**src/isu_pkg.sv**
```systemverilog
package isu_pkg;

  // lattice geometry: side is a power of two so a site address is {row, col}
  localparam int unsigned IDX_W  = 6;
  localparam int unsigned SIDE   = 1 << IDX_W;
  localparam int unsigned SITES  = SIDE * SIDE;
  localparam int unsigned ADDR_W = 2 * IDX_W;

  localparam int unsigned THR_W  = 17;
  localparam int unsigned FRAC_W = 16;
  localparam int unsigned DE_W   = 5;
  localparam int unsigned MAG_W  = 14;
  localparam int unsigned CFG_IDX_W = 2;

  // commands
  localparam logic CMD_LOAD   = 1'b0;
  localparam logic CMD_UPDATE = 1'b1;

  // register indexes
  localparam logic [CFG_IDX_W-1:0] REG_THRESH_DE4 = CFG_IDX_W'(0);
  localparam logic [CFG_IDX_W-1:0] REG_THRESH_DE8 = CFG_IDX_W'(1);

  localparam logic [THR_W-1:0] THRESH_RESET = THR_W'(65536);

  typedef enum logic [3:0] {
    ST_CLEAR,
    ST_IDLE,
    ST_SITE,
    ST_UP,
    ST_DN,
    ST_LF,
    ST_RT,
    ST_EVAL,
    ST_LOAD
  } state_e;

  typedef enum logic [2:0] {
    ADDR_SITE,
    ADDR_UP,
    ADDR_DN,
    ADDR_LF,
    ADDR_RT,
    ADDR_CLR
  } addr_sel_e;

  typedef struct packed {
    logic      latch;
    addr_sel_e addr_sel;
    logic      cur_en;
    logic      acc_clr;
    logic      acc_en;
    logic      eval_upd;
    logic      eval_load;
    logic      clr_wr;
    logic      clr_inc;
  } ctrl_cmd_t;

  typedef struct packed {
    logic clr_last;
    logic is_load;
  } dp_status_t;

endpackage

```
**src/isu_ctrl.sv**
```systemverilog
module isu_ctrl (
  input  logic                clk_i,
  input  logic                rst_ni,
  input  logic                start_i,
  input  isu_pkg::dp_status_t status_i,
  output isu_pkg::ctrl_cmd_t  cmd_o,
  output logic                busy_o
);
  import isu_pkg::*;

  state_e state_q, state_d;

  always_ff @(posedge clk_i or negedge rst_ni) begin
    if (!rst_ni) begin
      state_q <= ST_CLEAR;
    end else begin
      state_q <= state_d;
    end
  end

  always_comb begin
    state_d = state_q;
    unique case (state_q)
      ST_CLEAR: if (status_i.clr_last) state_d = ST_IDLE;
      ST_IDLE:  if (start_i) state_d = ST_SITE;
      ST_SITE:  state_d = status_i.is_load ? ST_LOAD : ST_UP;
      ST_UP:    state_d = ST_DN;
      ST_DN:    state_d = ST_LF;
      ST_LF:    state_d = ST_RT;
      ST_RT:    state_d = ST_EVAL;
      ST_EVAL:  state_d = ST_IDLE;
      ST_LOAD:  state_d = ST_IDLE;
      default:  state_d = ST_IDLE;
    endcase
  end

  always_comb begin
    cmd_o          = '0;
    cmd_o.addr_sel = ADDR_SITE;
    busy_o         = 1'b1;
    unique case (state_q)
      ST_CLEAR: begin
        cmd_o.addr_sel = ADDR_CLR;
        cmd_o.clr_wr   = 1'b1;
        cmd_o.clr_inc  = 1'b1;
      end
      ST_IDLE: begin
        busy_o      = 1'b0;
        cmd_o.latch = start_i;
      end
      ST_SITE: cmd_o.addr_sel = ADDR_SITE;
      ST_UP: begin
        cmd_o.addr_sel = ADDR_UP;
        cmd_o.cur_en   = 1'b1;
        cmd_o.acc_clr  = 1'b1;
      end
      ST_DN: begin
        cmd_o.addr_sel = ADDR_DN;
        cmd_o.acc_en   = 1'b1;
      end
      ST_LF: begin
        cmd_o.addr_sel = ADDR_LF;
        cmd_o.acc_en   = 1'b1;
      end
      ST_RT: begin
        cmd_o.addr_sel = ADDR_RT;
        cmd_o.acc_en   = 1'b1;
      end
      ST_EVAL: cmd_o.eval_upd  = 1'b1;
      ST_LOAD: cmd_o.eval_load = 1'b1;
      default: busy_o = 1'b1;
    endcase
  end

endmodule

```
**config.mk**
```make
export PLATFORM = sky130hd
export DESIGN_NAME = isu_ctrl
export DESIGN_NICKNAME = d
export VERILOG_FILES = /design/src/isu_pkg.sv /design/src/isu_ctrl.sv
export SDC_FILE = /design/constraint.sdc
export NUM_CORES = 1
export LEC_CHECK = 0
export BUFFER_PORTS_ARGS = -buffer_cell sky130_fd_sc_hd__buf_2
export CORE_AREA = 8 8 45 47
export CTS_CLUSTER_DIAMETER = 80
export DETAILED_ROUTE_END_ITERATION = 6
export DIE_AREA = 0 0 53 55
export PLACE_DENSITY = 0.59
export REMOVE_ABC_BUFFERS = 1
export SYNTH_ARGS = -nofsm -noshare
export SYNTH_HDL_FRONTEND = slang
export SYNTH_SLANG_ARGS = --single-unit
```
**constraint.sdc**
```tcl
create_clock -name clk_i -period 1.93 [get_ports clk_i]
set_clock_uncertainty 0.05 [all_clocks]
set_input_delay 0.386 -clock clk_i [delete_from_list [all_inputs] [get_ports clk_i]]
set_output_delay 0.386 -clock clk_i [all_outputs]
set_load 0.1 [all_outputs]
```
==> results.md, run 1 <==
- Final setup viols: 0
- DR vias/cell: 4.51
- Clock buffer depth: 2
- Count of mapped cells out of synthesis: 40
- Vias: roughly 340
- Gp weighted congestion: 0.722
- Outcome: completed
- TritonCTS clock tree: built
- Gr ovfl total: 0
- Post-Synth Simple-Gate Area: 0.371
- Post-synthesis register bit count: 4
- GRT Total Usage: 0.0778
- Slew HR: 0.759
- CTS buffer count: 3
- Layout cells sized above 1: 0.583
- XOR/XNOR share of the synthesized area: 0.0524
- Register area share after synthesis: 0.300
- Port bufs: 16
- Inst Count DP: a little under 70
- Setup crit start kind: register
- Max reg flops: 4
- Io pins: 17
- Pin count of the biggest net entering global routing: 14
- Largest family of logic cells by synthesized area: simple AND/OR/NAND/NOR gates
- Mux cell area share after synthesis: 0
- First-pass GRT wire length: 1640 um
- Max Clk Rate: between 500 and 600 MHz
- Share of the synthesized area in the top cell type: 0.300
- Vias in the first global route: ~400
- Count of cell types in the netlist: 20
- Reg2Reg Setup Slack: slightly above 0.7 ns
- CP Data Arrival Time: around 1.4 ns
- Ys flop type: dfrtp_1
- Final Instance Count excl. Fillers: between 70 and 80
- Critical setup path kind: register to primary output
- Starting density of the core: 0.241
- Antenna-violating nets left: 0
- Final Hold Violating Endpoints: 0
- Die area: just under 3000 um2
- Synth warn: 0
- CTS root buf: clkbuf_4
- Adder-Cell Fraction of Synth Area: 0
- Most common cell in the netlist: nor2_1
- Cell taking the most area after synthesis: dfrtp_1
- H-tree depth: 1
- CP Max Fanout: 10
- Wire per inst: approximately 12 um
- Rows: 14
- Iter 0 DRT Violations: 1
- Syn avg cell area: ~8.4 um2
- Slew Viols, Final: 0
- Worst-Margin Slew: around 0.36 ns
- Core box area: approximately 1400 um2
- Crit share post-route: 0.962
- Synthesis-to-finish area growth: 97.8%
- CP endpoint kind: primary output
- DP Wirelength: just under 700 um
- EDFF count, synth: 0
- Initial antenna violation count: 0
- Top flop regs: state_q x4
- Max_cap viols: 0
- Largest Register: state_q
- Largest cells by area after synthesis: dfrtp_1 (30%), buf_4 (9.0%), a21oi_1 (7.5%)
- DRC violations left: 0
- Hold Path Class: input port to register
- Total wire length: ~950 um
- Clock latency on the worst-skew pair: around 0.23 ns
- Data required time of the worst path: 1.49 ns
- RSZ-0062 raised after global routing: false
- Async S/R FF share, synth: 1.00
- Die width: approximately 53 um
- Pre-Repair DR Iteration Count: 2
- CTS clk-pin slew, worst paths: 0.04 ns
- Cell area after synthesis: around 330 um2
- Ant. Diodes: 0
- DIE HEIGHT: ~55 um
- Nets: 67
- Synth Area in Compound Gates: 0.127
- Minimum clock period: ~1.9 ns
- Post-synth top cells: nor2_1 (6), a21oi_1 (5), buf_4 (4), dfrtp_1 (4), nor3_1 (4)
- Clock sink count: 4
timing repair:
action | CTS | global route
hold buffers | 1 | 0
endpoints found under the setup margin | 2 | 7
buffers inserted | 0 | 4
pin swaps | 0 | 0
gates resized for setup | 2 | 4
hold endpoints to repair | 4 | 0
cell type report:
type | instances | area (um2)
flip-flops and latches | 4 | 104
clock buffers | 3 | 22.5
repair buffers | 23 | 315
multi-input cells | 29 | 195
well taps | 16 | 20.0
fillers | 132 | 723
inverters | 1 | 3.75
per-layer routing:
metal	global-route usage	up-vias	wire length [um]
met1	0.0704	156	361
met3	0.0455	0	126
met4	0.0776	0	0
met5	0	-	0
met2	0.119	12	458
li1	-	175	-
final timing paths:
check	startpoint	to	cells past startpoint
max in group asynchronous	rst_ni	state_q[1]$_DFFE_PN0P_	2
worst min-delay path	status_i[1]	state_q[0]$_DFFE_PN0P_	3
worst max register to register	state_q[2]$_DFFE_PN0P_	state_q[0]$_DFFE_PN0P_	4
min in group asynchronous	rst_ni	state_q[3]$_DFFE_PN0P_	2
worst max-delay path	state_q[2]$_DFFE_PN0P_	cmd_o[2]	3
worst min register to register	state_q[3]$_DFFE_PN0P_	state_q[1]$_DFFE_PN0P_	1
placed cells by master, fill, tap and decap left out, drive strengths merged:
| cell | n |
|---|---|
| buf | 22 |
| nor2 | 6 |
| a21oi | 5 |
| nor3 | 4 |
| dfrtp | 4 |
| clkbuf | 3 |
| nand2b | 2 |
| xor2 | 2 |
| nand2 | 2 |
| and2b | 1 |
| nor4 | 1 |
| nor4b | 1 |
| and3 | 1 |
| nand3b | 1 |
| o21ai | 1 |
| inv | 1 |
| a22oi | 1 |
| and4b | 1 |
| dlygate4sd3 | 1 |
through the flow:
step                      area [um2]  hold slack [ns]  setup slack, ns  TNS, ns  utilization
after CTS                        618            0.361          0.00762        0        0.447
after global routing             661            0.372          0.00131        0        0.477
after floorplan                  288           0.0404            -3.16   -17.79            -
after detailed placement         583            0.141            0.176        0        0.421
after global placement           583            0.142            0.209        0        0.421
final                            661            0.363           0.0735        0        0.477
critical path: stages, from the launching register on:
cell and delay [ns]:
dfrtp_2 0.47, buf_4 0.17, nor4b_2 0.32, buf_12 0.22
cell families after synthesis:
logic type	Yosys count
xor gates and xnor gates	2
AOI/OAI and AO/OA	7
DFF	4
buffers and inverters	7
and+or+nand+nor	20
Power of run 1 is not shown: default switching activity piles up to over one toggle a cycle in this logic, so the estimate is an artifact.
==> run 2: changes to the inputs <==
ABC_AREA = 1   (was not set)
PLACE_DENSITY = 0.6   (was 0.59)
==> results.md, run 2 <==
- Starting density of the core: 0.238
- Core box area: roughly 1400 um2
- Nets: 79
- Final setup viols: 0
- Critical-path cell list: nand2_1 -> nand3_1 -> inv_1 -> buf_2
- Io pins: 17
- Port bufs: 16
- CP max-delay cell: dfrtp_1
- Largest cells by area after synthesis: dfrtp_1 (30%), nand2_1 (19%), inv_1 (10%)
- Inst Count DP: 84
- Post-synth top cells: nand2_1 (17), inv_1 (9), nor2_1 (7)
- Most common cell after layout, fill and taps aside: nand2_1
- Pre-Repair DR Iteration Count: 4
- Pin count of the biggest net entering global routing: 9
- CP Data Arrival Time: 1.41 ns
- Synth warn: 0
- Place WS: about 0.33 ns
- CP endpoint kind: primary output
- CTS buffer count: 3
- First-pass GRT wire length: approximately 1500 um
- Most common cell in the netlist: nand2_1
- DR vias/cell: between 4 and 5
- Crit share post-route: 0.955
- Clock buffer depth: 2
- Setup Buffers After CTS: 0
- Data required time of the worst path: roughly 1.5 ns
- Synthesis-to-finish area growth: 81.4%
- Initial antenna violation count: 0
- Wire per inst: ~10 um
- Outcome: completed
- Max_cap viols: 0
- Hold Path Class: input port to register
- DRC violations left: 0
- CP delay by family, top: buffers and inverters
- EDFF count, synth: 0
- Count of mapped cells out of synthesis: 54
- CP Max Fanout: 5
- Final worst slack: a little under 0.09 ns
- Ys flop type: dfrtp_1
- Share of the synthesized area in the top cell type: 0.304
- Vias in the first global route: 386
- CTS clk-pin slew, worst paths: 0.04 ns
- Reg2Reg Setup Slack: 0.79 ns
- Syn avg cell area: roughly 6 um2
- Largest Register: state_q
- Iter 0 DRT Violations: 7
- Count of cell types in the netlist: 13
- Rows: 14
- RSZ-0062 raised after global routing: false
- Total wire length: between 900 and 1000 um
- H-tree depth: 1
- Slew HR: 0.676
- Critical setup path kind: register to primary output
- Die width: 53 um
- Final Instance Count excl. Fillers: a little under 90
- GRT Total Usage: 0.0718
- Gp weighted congestion: about 0.83
- Cell taking the most area after synthesis: dfrtp_1
- Final Hold Violating Endpoints: 0
- Gr ovfl total: 0
- Vias: between 300 and 400
- Slew Viols, Final: 0
- DIE HEIGHT: approximately 55 um
- Top flop regs: state_q x4
- Clock sink count: 4
- Minimum clock period: between 1.5 and 2 ns
- Max reg flops: 4
- Async S/R FF share, synth: 1.00
- Max Clk Rate: between 500 and 600 MHz
- Clock latency on the worst-skew pair: between 0.2 and 0.25 ns
- CP peak stage delay: 0.44 ns
- Worst-Margin Slew: between 0.4 and 0.5 ns
- Cell area after synthesis: roughly 330 um2
- Most frequent cells in the layout: nand2_1 (17), buf_12 (10), inv_1 (9)
- Ant. Diodes: 0
- Buf/Inv on CP: 2
- Die area: around 2900 um2
- Register area share after synthesis: 0.304
- DP Wirelength: 777 um
- Layout cells sized above 1: 0.389
- Post-synthesis register bit count: 4
- TritonCTS clock tree: built
- CTS root buf: clkbuf_4
- Antenna-violating nets left: 0
- Setup crit start kind: register
-- run 2: area by class of cell --
type,instances,area (um2)
clock buffers,3,22.5
multi-input cells,36,169
inverters,12,45.0
well taps,16,20.0
fillers,140,787
repair buffers,17,240
flip-flops and latches,4,100
-- run 2: per-stage QoR --
| step | cell area [um2] | setup TNS [ns] | hold slack (ns) | util |
|---|---|---|---|---|
| final | 597 | 0 | 0.337 | 0.431 |
| after global routing | 597 | 0 | 0.370 | 0.431 |
| after CTS | 597 | 0 | 0.332 | 0.431 |
| after detailed placement | 564 | 0 | 0.143 | 0.408 |
| after global placement | 564 | 0 | 0.141 | 0.408 |
| after floorplan | 314 | -4.23 | 0.0404 | - |
-- run 2: path summary, 6_finish.rpt --
| check | from | end | cells after the start |
|---|---|---|---|
| worst max-delay path | state_q[1]$_DFFE_PN0P_ | cmd_o[4] | 4 |
| worst min-delay path | status_i[0] | state_q[3]$_DFFE_PN0P_ | 3 |
| worst max register to register | state_q[1]$_DFFE_PN0P_ | state_q[0]$_DFFE_PN0P_ | 6 |
| worst min register to register | state_q[0]$_DFFE_PN0P_ | state_q[3]$_DFFE_PN0P_ | 3 |
| max in group asynchronous | rst_ni | state_q[2]$_DFFE_PN0P_ | 2 |
| min in group asynchronous | rst_ni | state_q[3]$_DFFE_PN0P_ | 2 |
-- run 2: worst register-to-register path, stage by stage (launching register included) --
cell	delay, ns
dfrtp_1	0.44
nor2_2	0.23
nand3_2	0.09
nand2_1	0.09
inv_1	0.04
nand2_1	0.05
nand2_1	0.04
-- run 2: metal layers --
metal | GRT usage | part of all wire | vias to the layer above
met5 | 0 | 0 | -
met4 | 0.0517 | 0.015 | 0
met3 | 0.0241 | 0.047 | 2
met2 | 0.129 | 0.56 | 8
met1 | 0.0674 | 0.38 | 174
li1 | - | - | 195
-- run 2: what timing repair did --
| item | 4_1_cts | 5_1_grt |
|---|---|---|
| hold endpoints to repair | 4 | 0 |
| hold buffers | 1 | 0 |
| gates resized for setup | 0 | 0 |
-- run 2: kinds of logic (layout without fill, tap and decap cells) --
kind of cell / Yosys count / in the layout / synth area share
buf+inv: 14 / 32 / 0.182
flops: 4 / 4 / 0.304
simple gates: 36 / 36 / 0.513
Power of run 2 is left out for the same reason.
